===== src/sv/binary_gap_fill_pulse_filter_core_assert.svh =====
// ----------------------------------------------------------------------------
// Assertion macros for the gap-fill / pulse filter core
// Both macros expect signals named clk and rst_n in the using module.
// ----------------------------------------------------------------------------
`ifndef BINARY_GAP_FILL_PULSE_FILTER_CORE_ASSERT_SVH
`define BINARY_GAP_FILL_PULSE_FILTER_CORE_ASSERT_SVH

// same-cycle implication
`define BGF_ASSERT_NOW(name, ante, cons, msg) \
    name: assert property (@(posedge clk) disable iff (!rst_n) (ante) |-> (cons)) \
        else $error(msg);

// next-cycle implication
`define BGF_ASSERT_NEXT(name, ante, cons, msg) \
    name: assert property (@(posedge clk) disable iff (!rst_n) (ante) |=> (cons)) \
        else $error(msg);

`endif


===== src/sv/bgf_pkg.sv =====
// ----------------------------------------------------------------------------
// bgf_pkg
// Types, constants and helper functions of the gap-fill / pulse filter.
// ----------------------------------------------------------------------------
package bgf_pkg;

    localparam int NUM_BINS    = 128;
    localparam int NUM_STREAMS = 2 * NUM_BINS;
    localparam int STREAM_W    = $clog2(NUM_STREAMS);
    localparam int BIN_W       = 7;
    localparam int LEN_W       = 5;
    localparam int MAX_MIN_LEN = 16;
    localparam int PEND_W      = $clog2(MAX_MIN_LEN);
    localparam int CNT_W       = $clog2(2 * MAX_MIN_LEN);
    localparam int STATE_W     = 2 * PEND_W + 2;

    localparam logic [LEN_W-1:0] LEN_RESET = LEN_W'(4);

    // configuration register indexes
    localparam int CFG_IDX_W = 1;
    localparam logic [CFG_IDX_W-1:0] REG_GAP_MIN_LEN   = CFG_IDX_W'(0);
    localparam logic [CFG_IDX_W-1:0] REG_PULSE_MIN_LEN = CFG_IDX_W'(1);

    typedef struct packed {
        logic             map_select;
        logic [BIN_W-1:0] bin_index;
        logic             active;
        logic             frame_last;
    } sample_t;

    typedef struct packed {
        logic             out_map;
        logic [BIN_W-1:0] out_bin;
        logic             filtered;
        logic             last;
    } result_t;

    typedef struct packed {
        logic [PEND_W-1:0] zero_pend;
        logic              zero_conf;
        logic [PEND_W-1:0] one_pend;
        logic              one_conf;
    } stream_state_t;

    // run descriptor: lead_zeros zeros, then ones ones, then zeros up to total
    typedef struct packed {
        logic             out_map;
        logic [BIN_W-1:0] out_bin;
        logic [CNT_W-1:0] lead_zeros;
        logic [CNT_W-1:0] ones;
        logic [CNT_W-1:0] total;
    } desc_t;

    typedef struct packed {
        logic [CNT_W-1:0]  ones;
        logic [PEND_W-1:0] one_pend;
        logic              one_conf;
    } s2_t;

    // zero acts as one, anything above the maximum saturates
    function automatic logic [CNT_W-1:0] eff_len(input logic [LEN_W-1:0] v);
        logic [CNT_W-1:0] r;
        if (v == '0) begin
            r = CNT_W'(1);
        end else if (v > LEN_W'(MAX_MIN_LEN)) begin
            r = CNT_W'(MAX_MIN_LEN);
        end else begin
            r = CNT_W'(v);
        end
        return r;
    endfunction

    // stage two fed with k one bits in a row
    function automatic s2_t s2_ones(input logic [PEND_W-1:0] op,
                                    input logic              oc,
                                    input logic [CNT_W-1:0]  k,
                                    input logic [CNT_W-1:0]  plen);
        logic [CNT_W-1:0] t;
        s2_t              r;
        t          = CNT_W'(op) + k;
        r.ones     = '0;
        r.one_pend = op;
        r.one_conf = oc;
        if (k != '0) begin
            if (oc) begin
                r.ones = k;
            end else if (t >= plen) begin
                r.ones     = t;
                r.one_pend = '0;
                r.one_conf = 1'b1;
            end else begin
                r.one_pend = t[PEND_W-1:0];
            end
        end
        return r;
    endfunction

endpackage


===== src/sv/bgf_ram.sv =====
// ----------------------------------------------------------------------------
// bgf_ram
// Simple dual-port RAM, one write and one registered read port.
// ----------------------------------------------------------------------------
module bgf_ram #(
    parameter int WIDTH = 8,
    parameter int DEPTH = 16
) (
    input  logic                     clk,
    input  logic                     wr_en,
    input  logic [$clog2(DEPTH)-1:0] wr_addr,
    input  logic [WIDTH-1:0]         wr_data,
    input  logic                     rd_en,
    input  logic [$clog2(DEPTH)-1:0] rd_addr,
    output logic [WIDTH-1:0]         rd_data
);

    logic [WIDTH-1:0] mem [DEPTH];

    // read during write to the same entry returns the old data
    always_ff @(posedge clk)
    begin
        if (wr_en)
        begin
            mem[wr_addr] <= wr_data;
        end
        if (rd_en)
        begin
            rd_data <= mem[rd_addr];
        end
    end

endmodule


===== src/sv/bgf_update.sv =====
// ----------------------------------------------------------------------------
// bgf_update
// Per-sample stream update: new stream state and the run descriptor of the
// bits released by this sample.
// ----------------------------------------------------------------------------
module bgf_update (
    input  bgf_pkg::stream_state_t           state,
    input  bgf_pkg::sample_t                 sample,
    input  logic [bgf_pkg::CNT_W-1:0]        gap_len,
    input  logic [bgf_pkg::CNT_W-1:0]        pulse_len,
    output bgf_pkg::stream_state_t           state_next,
    output bgf_pkg::desc_t                   desc
);

    logic [bgf_pkg::CNT_W-1:0]  zp_inc;
    logic [bgf_pkg::CNT_W-1:0]  z1;
    logic [bgf_pkg::CNT_W-1:0]  o1;
    logic [bgf_pkg::CNT_W-1:0]  z2;
    logic [bgf_pkg::CNT_W-1:0]  ones_sum;
    logic [bgf_pkg::PEND_W-1:0] nzp;
    logic                       nzc;
    logic [bgf_pkg::PEND_W-1:0] nop;
    logic                       noc;
    bgf_pkg::s2_t               s2_run;
    bgf_pkg::s2_t               s2_flush;

    assign zp_inc   = bgf_pkg::CNT_W'(state.zero_pend) + bgf_pkg::CNT_W'(1);
    assign s2_run   = bgf_pkg::s2_ones(state.one_pend, state.one_conf, zp_inc, pulse_len);
    assign s2_flush = bgf_pkg::s2_ones(nop, noc, bgf_pkg::CNT_W'(nzp), pulse_len);

    // stage one, with stage two fed by what it releases
    always_comb
    begin
        z1  = '0;
        o1  = '0;
        nzp = state.zero_pend;
        nzc = state.zero_conf;
        nop = state.one_pend;
        noc = state.one_conf;
        if (!sample.active)
        begin
            if (state.zero_conf)
            begin
                z1  = bgf_pkg::CNT_W'(state.one_pend) + bgf_pkg::CNT_W'(1);
                nop = '0;
                noc = 1'b0;
            end
            else if (zp_inc >= gap_len)
            begin
                z1  = bgf_pkg::CNT_W'(state.one_pend) + zp_inc;
                nzp = '0;
                nzc = 1'b1;
                nop = '0;
                noc = 1'b0;
            end
            else
            begin
                nzp = zp_inc[bgf_pkg::PEND_W-1:0];
            end
        end
        else
        begin
            // held zeros were a short gap: they go on as ones
            nzp = '0;
            nzc = 1'b0;
            o1  = s2_run.ones;
            nop = s2_run.one_pend;
            noc = s2_run.one_conf;
        end
    end

    // frame end flushes held zeros as ones, then held ones as zeros
    always_comb
    begin
        if (sample.frame_last)
        begin
            ones_sum   = o1 + s2_flush.ones;
            z2         = bgf_pkg::CNT_W'(s2_flush.one_pend);
            state_next = '0;
        end
        else
        begin
            ones_sum             = o1;
            z2                   = '0;
            state_next.zero_pend = nzp;
            state_next.zero_conf = nzc;
            state_next.one_pend  = nop;
            state_next.one_conf  = noc;
        end
    end

    assign desc.out_map    = sample.map_select;
    assign desc.out_bin    = sample.bin_index;
    assign desc.lead_zeros = z1;
    assign desc.ones       = ones_sum;
    assign desc.total      = z1 + ones_sum + z2;

endmodule


===== src/sv/bgf_emitter.sv =====
// ----------------------------------------------------------------------------
// bgf_emitter
// Plays one run descriptor out as result requests, one per unstalled cycle.
// ----------------------------------------------------------------------------
`include "binary_gap_fill_pulse_filter_core_assert.svh"

module bgf_emitter (
    input  logic             clk,
    input  logic             rst_n,
    input  logic             desc_valid,
    input  bgf_pkg::desc_t   desc,
    output logic             desc_ready,
    output logic             result_valid,
    input  logic             result_stall,
    output bgf_pkg::result_t result
);

    logic                       busy_reg;
    logic                       map_reg;
    logic [bgf_pkg::BIN_W-1:0]  bin_reg;
    logic [bgf_pkg::CNT_W-1:0]  zeros_reg;
    logic [bgf_pkg::CNT_W-1:0]  ones_reg;
    logic [bgf_pkg::CNT_W-1:0]  total_reg;
    logic                       fire;
    logic                       final_one;
    logic                       load;

    assign fire       = busy_reg && !result_stall;
    assign final_one  = (total_reg == bgf_pkg::CNT_W'(1));
    assign desc_ready = !busy_reg || (fire && final_one);
    assign load       = desc_valid && desc_ready;

    always_ff @(posedge clk or negedge rst_n)
    begin
        if (!rst_n)
        begin
            busy_reg <= 1'b0;
        end
        else if (load)
        begin
            busy_reg <= 1'b1;
        end
        else if (fire && final_one)
        begin
            busy_reg <= 1'b0;
        end
    end

    always_ff @(posedge clk)
    begin
        if (load)
        begin
            map_reg   <= desc.out_map;
            bin_reg   <= desc.out_bin;
            zeros_reg <= desc.lead_zeros;
            ones_reg  <= desc.ones;
            total_reg <= desc.total;
        end
        else if (fire)
        begin
            total_reg <= total_reg - bgf_pkg::CNT_W'(1);
            if (zeros_reg != '0)
            begin
                zeros_reg <= zeros_reg - bgf_pkg::CNT_W'(1);
            end
            else if (ones_reg != '0)
            begin
                ones_reg <= ones_reg - bgf_pkg::CNT_W'(1);
            end
        end
    end

    assign result_valid    = busy_reg;
    assign result.out_map  = map_reg;
    assign result.out_bin  = bin_reg;
    assign result.filtered = (zeros_reg == '0) && (ones_reg != '0);
    assign result.last     = final_one;

    `BGF_ASSERT_NOW(a_busy_nonzero, busy_reg, total_reg != '0, "emitter busy with empty run")
    `BGF_ASSERT_NEXT(a_count_down, fire && !final_one && !load, busy_reg && (total_reg == $past(total_reg) - bgf_pkg::CNT_W'(1)), "result count did not step")
    `BGF_ASSERT_NEXT(a_load_busy, load, busy_reg && (total_reg == $past(desc.total)), "descriptor not taken")

endmodule


===== src/sv/binary_gap_fill_pulse_filter_core.sv =====
// ----------------------------------------------------------------------------
// binary_gap_fill_pulse_filter_core
// Per-stream minimum run-length filter: zero gaps shorter than gap_min_len
// are closed to ones, then one pulses shorter than pulse_min_len are opened
// to zeros. A stream is (map_select, bin_index); its state lives in a
// 256-entry RAM that is read when a sample is taken, updated in the update
// stage and written back, with forwarding so samples of the same stream may
// follow each other in consecutive cycles. A new sample is taken every cycle
// as long as the output keeps up: a sample that releases n filtered bits (n
// from 0 to 31) holds the single output register for one result per bit, and
// that register at one result per unstalled cycle sets the throughput. The
// first result passes the read stage, update stage and emitter. Stream state
// is zero after reset through per-entry valid flags, so no clearing pass is
// needed. Length registers may be written only while the block is idle.
// ----------------------------------------------------------------------------
`include "binary_gap_fill_pulse_filter_core_assert.svh"

module binary_gap_fill_pulse_filter_core (
    input  logic                          clk,
    input  logic                          rst_n,
    input  logic                          sample_valid,
    output logic                          sample_stall,
    input  bgf_pkg::sample_t              sample,
    output logic                          result_valid,
    input  logic                          result_stall,
    output bgf_pkg::result_t              result,
    input  logic                          cfg_valid,
    output logic                          cfg_ready,
    input  logic [bgf_pkg::CFG_IDX_W-1:0] cfg_index,
    input  logic [bgf_pkg::LEN_W-1:0]     cfg_data
);

    // configuration
    logic [bgf_pkg::LEN_W-1:0]    gap_len_reg;
    logic [bgf_pkg::LEN_W-1:0]    pulse_len_reg;
    logic [bgf_pkg::CNT_W-1:0]    gap_eff;
    logic [bgf_pkg::CNT_W-1:0]    pulse_eff;

    // read stage
    logic                         a_valid_reg;
    bgf_pkg::sample_t             a_item_reg;
    logic [bgf_pkg::STREAM_W-1:0] a_idx_reg;
    logic                         a_mem_vld_reg;
    logic                         a_fwd_vld_reg;
    bgf_pkg::stream_state_t       a_fwd_data_reg;

    // update stage
    logic                         b_valid_reg;
    bgf_pkg::sample_t             b_item_reg;
    logic [bgf_pkg::STREAM_W-1:0] b_idx_reg;
    bgf_pkg::stream_state_t       b_state_reg;
    bgf_pkg::stream_state_t       b_state_next;

    logic [bgf_pkg::NUM_STREAMS-1:0] state_vld_reg;
    logic [bgf_pkg::STATE_W-1:0]     rd_data;
    bgf_pkg::stream_state_t          mem_state;

    logic [bgf_pkg::STREAM_W-1:0] in_idx;
    logic                         accept;
    logic                         a_advance;
    logic                         b_advance;
    logic                         b_free;
    logic                         a_free;
    logic                         wr_en;
    bgf_pkg::stream_state_t       wr_state;
    bgf_pkg::desc_t               desc;
    logic                         desc_ready;
    logic                         desc_valid;

    assign cfg_ready = 1'b1;

    always_ff @(posedge clk or negedge rst_n)
    begin
        if (!rst_n)
        begin
            gap_len_reg   <= bgf_pkg::LEN_RESET;
            pulse_len_reg <= bgf_pkg::LEN_RESET;
        end
        else if (cfg_valid && cfg_ready)
        begin
            unique case (cfg_index)
                bgf_pkg::REG_GAP_MIN_LEN:   gap_len_reg   <= cfg_data;
                bgf_pkg::REG_PULSE_MIN_LEN: pulse_len_reg <= cfg_data;
            endcase
        end
    end

    assign gap_eff   = bgf_pkg::eff_len(gap_len_reg);
    assign pulse_eff = bgf_pkg::eff_len(pulse_len_reg);

    // stream index: map in the top bit, bin below it
    assign in_idx = bgf_pkg::STREAM_W'({sample.map_select, sample.bin_index});

    // zero-result samples never occupy the emitter
    assign desc_valid   = b_valid_reg && (desc.total != '0);
    assign b_advance    = b_valid_reg && ((desc.total == '0) || desc_ready);
    assign b_free       = !b_valid_reg || b_advance;
    assign a_advance    = a_valid_reg && b_free;
    assign a_free       = !a_valid_reg || a_advance;
    assign sample_stall = !a_free;
    assign accept       = sample_valid && a_free;

    assign wr_en    = b_advance;
    assign mem_state = bgf_pkg::stream_state_t'(rd_data);

    bgf_ram #(
        .WIDTH (bgf_pkg::STATE_W),
        .DEPTH (bgf_pkg::NUM_STREAMS)
    ) u_state_ram (
        .clk     (clk),
        .wr_en   (wr_en),
        .wr_addr (b_idx_reg),
        .wr_data (wr_state),
        .rd_en   (accept),
        .rd_addr (in_idx),
        .rd_data (rd_data)
    );

    always_ff @(posedge clk or negedge rst_n)
    begin
        if (!rst_n)
        begin
            state_vld_reg <= '0;
        end
        else if (wr_en)
        begin
            state_vld_reg[b_idx_reg] <= 1'b1;
        end
    end

    always_ff @(posedge clk or negedge rst_n)
    begin
        if (!rst_n)
        begin
            a_valid_reg <= 1'b0;
            b_valid_reg <= 1'b0;
        end
        else
        begin
            if (accept)
            begin
                a_valid_reg <= 1'b1;
            end
            else if (a_advance)
            begin
                a_valid_reg <= 1'b0;
            end
            if (a_advance)
            begin
                b_valid_reg <= 1'b1;
            end
            else if (b_advance)
            begin
                b_valid_reg <= 1'b0;
            end
        end
    end

    // a write-back that lands after the RAM read is caught here
    always_ff @(posedge clk)
    begin
        if (accept)
        begin
            a_item_reg     <= sample;
            a_idx_reg      <= in_idx;
            a_mem_vld_reg  <= state_vld_reg[in_idx];
            a_fwd_vld_reg  <= wr_en && (b_idx_reg == in_idx);
            a_fwd_data_reg <= wr_state;
        end
        else if (wr_en && (b_idx_reg == a_idx_reg))
        begin
            a_fwd_vld_reg  <= 1'b1;
            a_fwd_data_reg <= wr_state;
        end
    end

    always_comb
    begin
        priority if (wr_en && (b_idx_reg == a_idx_reg))
        begin
            b_state_next = wr_state;
        end
        else if (a_fwd_vld_reg)
        begin
            b_state_next = a_fwd_data_reg;
        end
        else if (a_mem_vld_reg)
        begin
            b_state_next = mem_state;
        end
        else
        begin
            b_state_next = '0;
        end
    end

    always_ff @(posedge clk)
    begin
        if (a_advance)
        begin
            b_item_reg  <= a_item_reg;
            b_idx_reg   <= a_idx_reg;
            b_state_reg <= b_state_next;
        end
    end

    bgf_update u_update (
        .state      (b_state_reg),
        .sample     (b_item_reg),
        .gap_len    (gap_eff),
        .pulse_len  (pulse_eff),
        .state_next (wr_state),
        .desc       (desc)
    );

    bgf_emitter u_emitter (
        .clk          (clk),
        .rst_n        (rst_n),
        .desc_valid   (desc_valid),
        .desc         (desc),
        .desc_ready   (desc_ready),
        .result_valid (result_valid),
        .result_stall (result_stall),
        .result       (result)
    );

    `BGF_ASSERT_NEXT(a_fwd_capture, a_valid_reg && !a_advance && wr_en && (b_idx_reg == a_idx_reg), a_fwd_vld_reg && (a_fwd_data_reg == $past(wr_state)), "write-back missed by waiting sample")
    `BGF_ASSERT_NEXT(a_vld_set, wr_en, state_vld_reg[$past(b_idx_reg)], "stream valid flag not set after write-back")
    `BGF_ASSERT_NOW(a_b_hold_busy, b_valid_reg && !b_advance, result_valid, "update stage held with idle output")

endmodule


===== config.mk =====
export PLATFORM = sky130hd
export DESIGN_NAME = binary_gap_fill_pulse_filter_core
export DESIGN_NICKNAME = d
export VERILOG_FILES = /design/src/sv/bgf_pkg.sv /design/src/sv/bgf_ram.sv /design/src/sv/bgf_update.sv /design/src/sv/bgf_emitter.sv /design/src/sv/binary_gap_fill_pulse_filter_core.sv
export VERILOG_INCLUDE_DIRS = /design/src /design/src/sv
export SDC_FILE = /design/constraint.sdc
export NUM_CORES = 2
export LEC_CHECK = 0
export BUFFER_PORTS_ARGS = -buffer_cell sky130_fd_sc_hd__buf_2
export CAP_MARGIN = 40
export CORE_MARGIN = 3
export CORE_UTILIZATION = 55
export CTS_CLUSTER_SIZE = 30
export DETAILED_ROUTE_END_ITERATION = 8
export GPL_ROUTABILITY_DRIVEN = 0
export PLACE_DENSITY = 0.72
export SLEW_MARGIN = 25
export SYNTH_ARGS = -nofsm -noshare
export SYNTH_HDL_FRONTEND = slang
export SYNTH_SLANG_ARGS = --single-unit

===== constraint.sdc =====
create_clock -name clk -period 12.9 [get_ports clk]
set_input_delay 1.29 -clock clk [delete_from_list [all_inputs] [get_ports clk]]
set_output_delay 1.29 -clock clk [all_outputs]
set_load 0.005 [all_outputs]

==> impl_metrics.py <==
metrics = {
    "status": {
        "status": "finished clean",
    },
    "critical_path": {
        "path_buf_inv": 6,
        "crit_type": "reg -> out",
        "crit_required_ns": 11.61,
        "path_max_fanout": 8,
        "crit_family": "adder cells",
        "cpPeakStageDelay_ns": 0.52,
        "slowest_stage": "edfxtp_1",
        "cp_data_arrival_time_ns": 10.31,
        "start_kind": "register",
        "setup.worst_path.start": "b_state_reg[6]",
        "endpoint_kind": "output pin",
        "crit_top_cell": "ha_1",
        "regToRegStartpoint": "b_state_reg[6]",
    },
    "synthesis": {
        "syn_avg_cell_area_um2": 22.2,
        "yosysTopAreaCell": "edfxtp_1",
        "yosys_warnings": 0,
        "synth-async-reset-ratio_pct": 9.26,
        "ys_seq_area_share_pct": 74.9,
        "ys.flop_type": "edfxtp_1",
        "ys_ff_latch": 2904,
        "netlist_area_um2": 115000,
        "synth_top_area_share_pct": 69.0,
        "post-synth-top-count-cell": "edfxtp_1",
        "synth_edf_count": 2635,
        "synth.distinct_cells": 67,
        "syn_inst": 5157,
        "synth_area_leaders": "edfxtp_1, mux4_2, dfrtp_1",
        "synth_commonest_cells": "edfxtp_1, mux4_2, dfrtp_1, o21bai_1, clkbuf_1",
        "synth_nets": 5225,
    },
    "floorplan": {
        "start_util_pct": 55.6,
        "die_h_um": 463,
        "coreArea_um2": 206000,
        "row_count": 166,
        "die_w_um": 463,
        "dieArea_um2": 214000,
        "pin_count": 34,
    },
    "place": {
        "place_area_um2": 120000,
        "io_buffers": 32,
        "dpl.hpwl_um": 166000,
        "pre_cts_ws_ns": 1.85,
    },
    "timing": {
        "slew_headroom_pct": 29.6,
        "hold_viol": 0,
        "rsz0062_at_grt": "no",
        "final_max_slew_viol_count": 0,
        "setup_ws_ns": 1.30,
        "finClkSkew_ns": 0.0294,
        "tightestPinTransition_ns": 1.06,
        "setup-tns-final_ns": 0,
        "finalSetupViolCount": 0,
        "final.min_clock_period_ns": 11.60,
        "hold_ws_ns": 0.325,
        "fmax_mhz": 86.2,
        "fin_crit_sh_pct": 89.9,
    },
    "detailed_routing": {
        "drc_errors": 0,
        "via_count": 56400,
        "routed_via_density": 6.63,
        "wl_per_cell_um": 32.6,
        "wl_um": 277000,
        "ant_nets": 0,
        "drtIter0Drc": 7550,
        "drt_pass1_iterations": 5,
    },
    "clock_network": {
        "clockBufferDepth": 4,
        "cts_resized": 0,
        "cts_buffers": 298,
        "cts_tree": "built",
        "clk_pin_slew_ns": 0.06,
        "cts.sinks": 2904,
        "htree_levels": 5,
        "clk_latency_ns": 0.95,
        "ctsHoldBuffers": 0,
        "postCtsSetupBuffers": 0,
        "cts_root_buffer": "clkbuf_16",
    },
    "layout": {
        "largest_register_ffs": 2560,
        "fin_nets": 5592,
        "fillCellCount": 13400,
        "area_growth_pct": 13.3,
        "fin_util_pct": 63.0,
        "seq_area_um2": 85900,
        "design_area_um2": 130000,
        "final_layout_size_suffix_gt1_share_pct": 31.9,
        "multi_input_area_um2": 27400,
    },
    "hold_path": {
        "hold_path_class": "in -> async",
    },
    "grt": {
        "grt_pass1_vias": 56500,
        "grt_pass1_wl_um": 409000,
        "grt_max_degree": 187,
        "antenna_found_initial": 6,
        "grt_use_total_pct": 26.1,
        "grt_overflow": 0,
    },
    "pwr": {
        "cellLeakagePower_uw": 0.0424,
        "powerDensity_nw_per_um2": 221,
        "vdd_drop_max_mv": 0.656,
    },
    "run": {
        "cap_violations": 0,
    },
}
[cells in the final DEF (no fill, tap or decap), drive strengths merged, types with 14 or more instances in the layout]
cell type,instances
o21bai,257
inv,52
clkinv,101
edfxtp,2635
bufinv,23
mux2,22
mux2i,15
xnor2,23
o21ai,21
a21oi,26
nand3,32
nor2b,16
mux4,935
ha,39
nor3,211
buf,393
clkbuf,391
dfrtp,267
nand2,55
nor2,97
xor2,14
[layout make-up]
type,instances,area share [%]
clock buffer,373,6.10
timing repair buffer,411,2.87
antenna,6,0.0116
multi-input combinational,1858,21.1
clock inverter,132,0.947
sequential,2904,66.1
tap,2772,2.67
inverter,51,0.148
[power by group]
part           leakage, uW  internal [uW]  switching, uW
clock network      0.00448           4790           3430
registers           0.0276          12500            206
logic               0.0103           1840           5950
total               0.0424          19100           9580
[through the flow]
step	std cells	total power, uW
6_report	8507	28700
5_1_grt	8505	29700
4_1_cts	8451	28600
3_5_place_dp	7946	20500
3_3_place_gp	7880	20100
2_1_floorplan	5157	17500
[cells by family after synthesis]
logic type                 Yosys count  synth area share [%]
DFF                               2904                  74.9
other                                1               0.00327
muxes                              972                  18.7
AOI/OAI and AO/OA                  355                  2.27
adders and majority gates           47                 0.565
buffers and inverters              395                  1.37
and+or+nand+nor                    446                  1.91
xor gates and xnor gates            37                 0.283
[path summary, 6_finish.rpt]
kind,depth (start not counted),slack (ns),to
worst max-delay path,42,1.30,sample_stall
worst min-delay path,1,0.33,pulse_len_reg[3]
worst max register to register,45,1.70,u_state_ram.mem[202][6]
worst min register to register,0,0.44,b_item_reg[0]
max in group asynchronous,2,11.02,state_vld_reg[211]
min in group clk,0,0.44,b_item_reg[0]
[routing by layer]
| metal | share of wire [%] | vias to the layer above | global-route usage (%) |
|---|---|---|---|
| li1 | - | 22400 | - |
| met5 | 0.0058 | - | 0 |
| met4 | 2.9 | 2 | 7.64 |
| met2 | 48 | 3360 | 39.9 |
| met3 | 9.7 | 421 | 4.87 |
| met1 | 40 | 30200 | 39.2 |
Note: power is estimated with default switching activity, not from simulation.
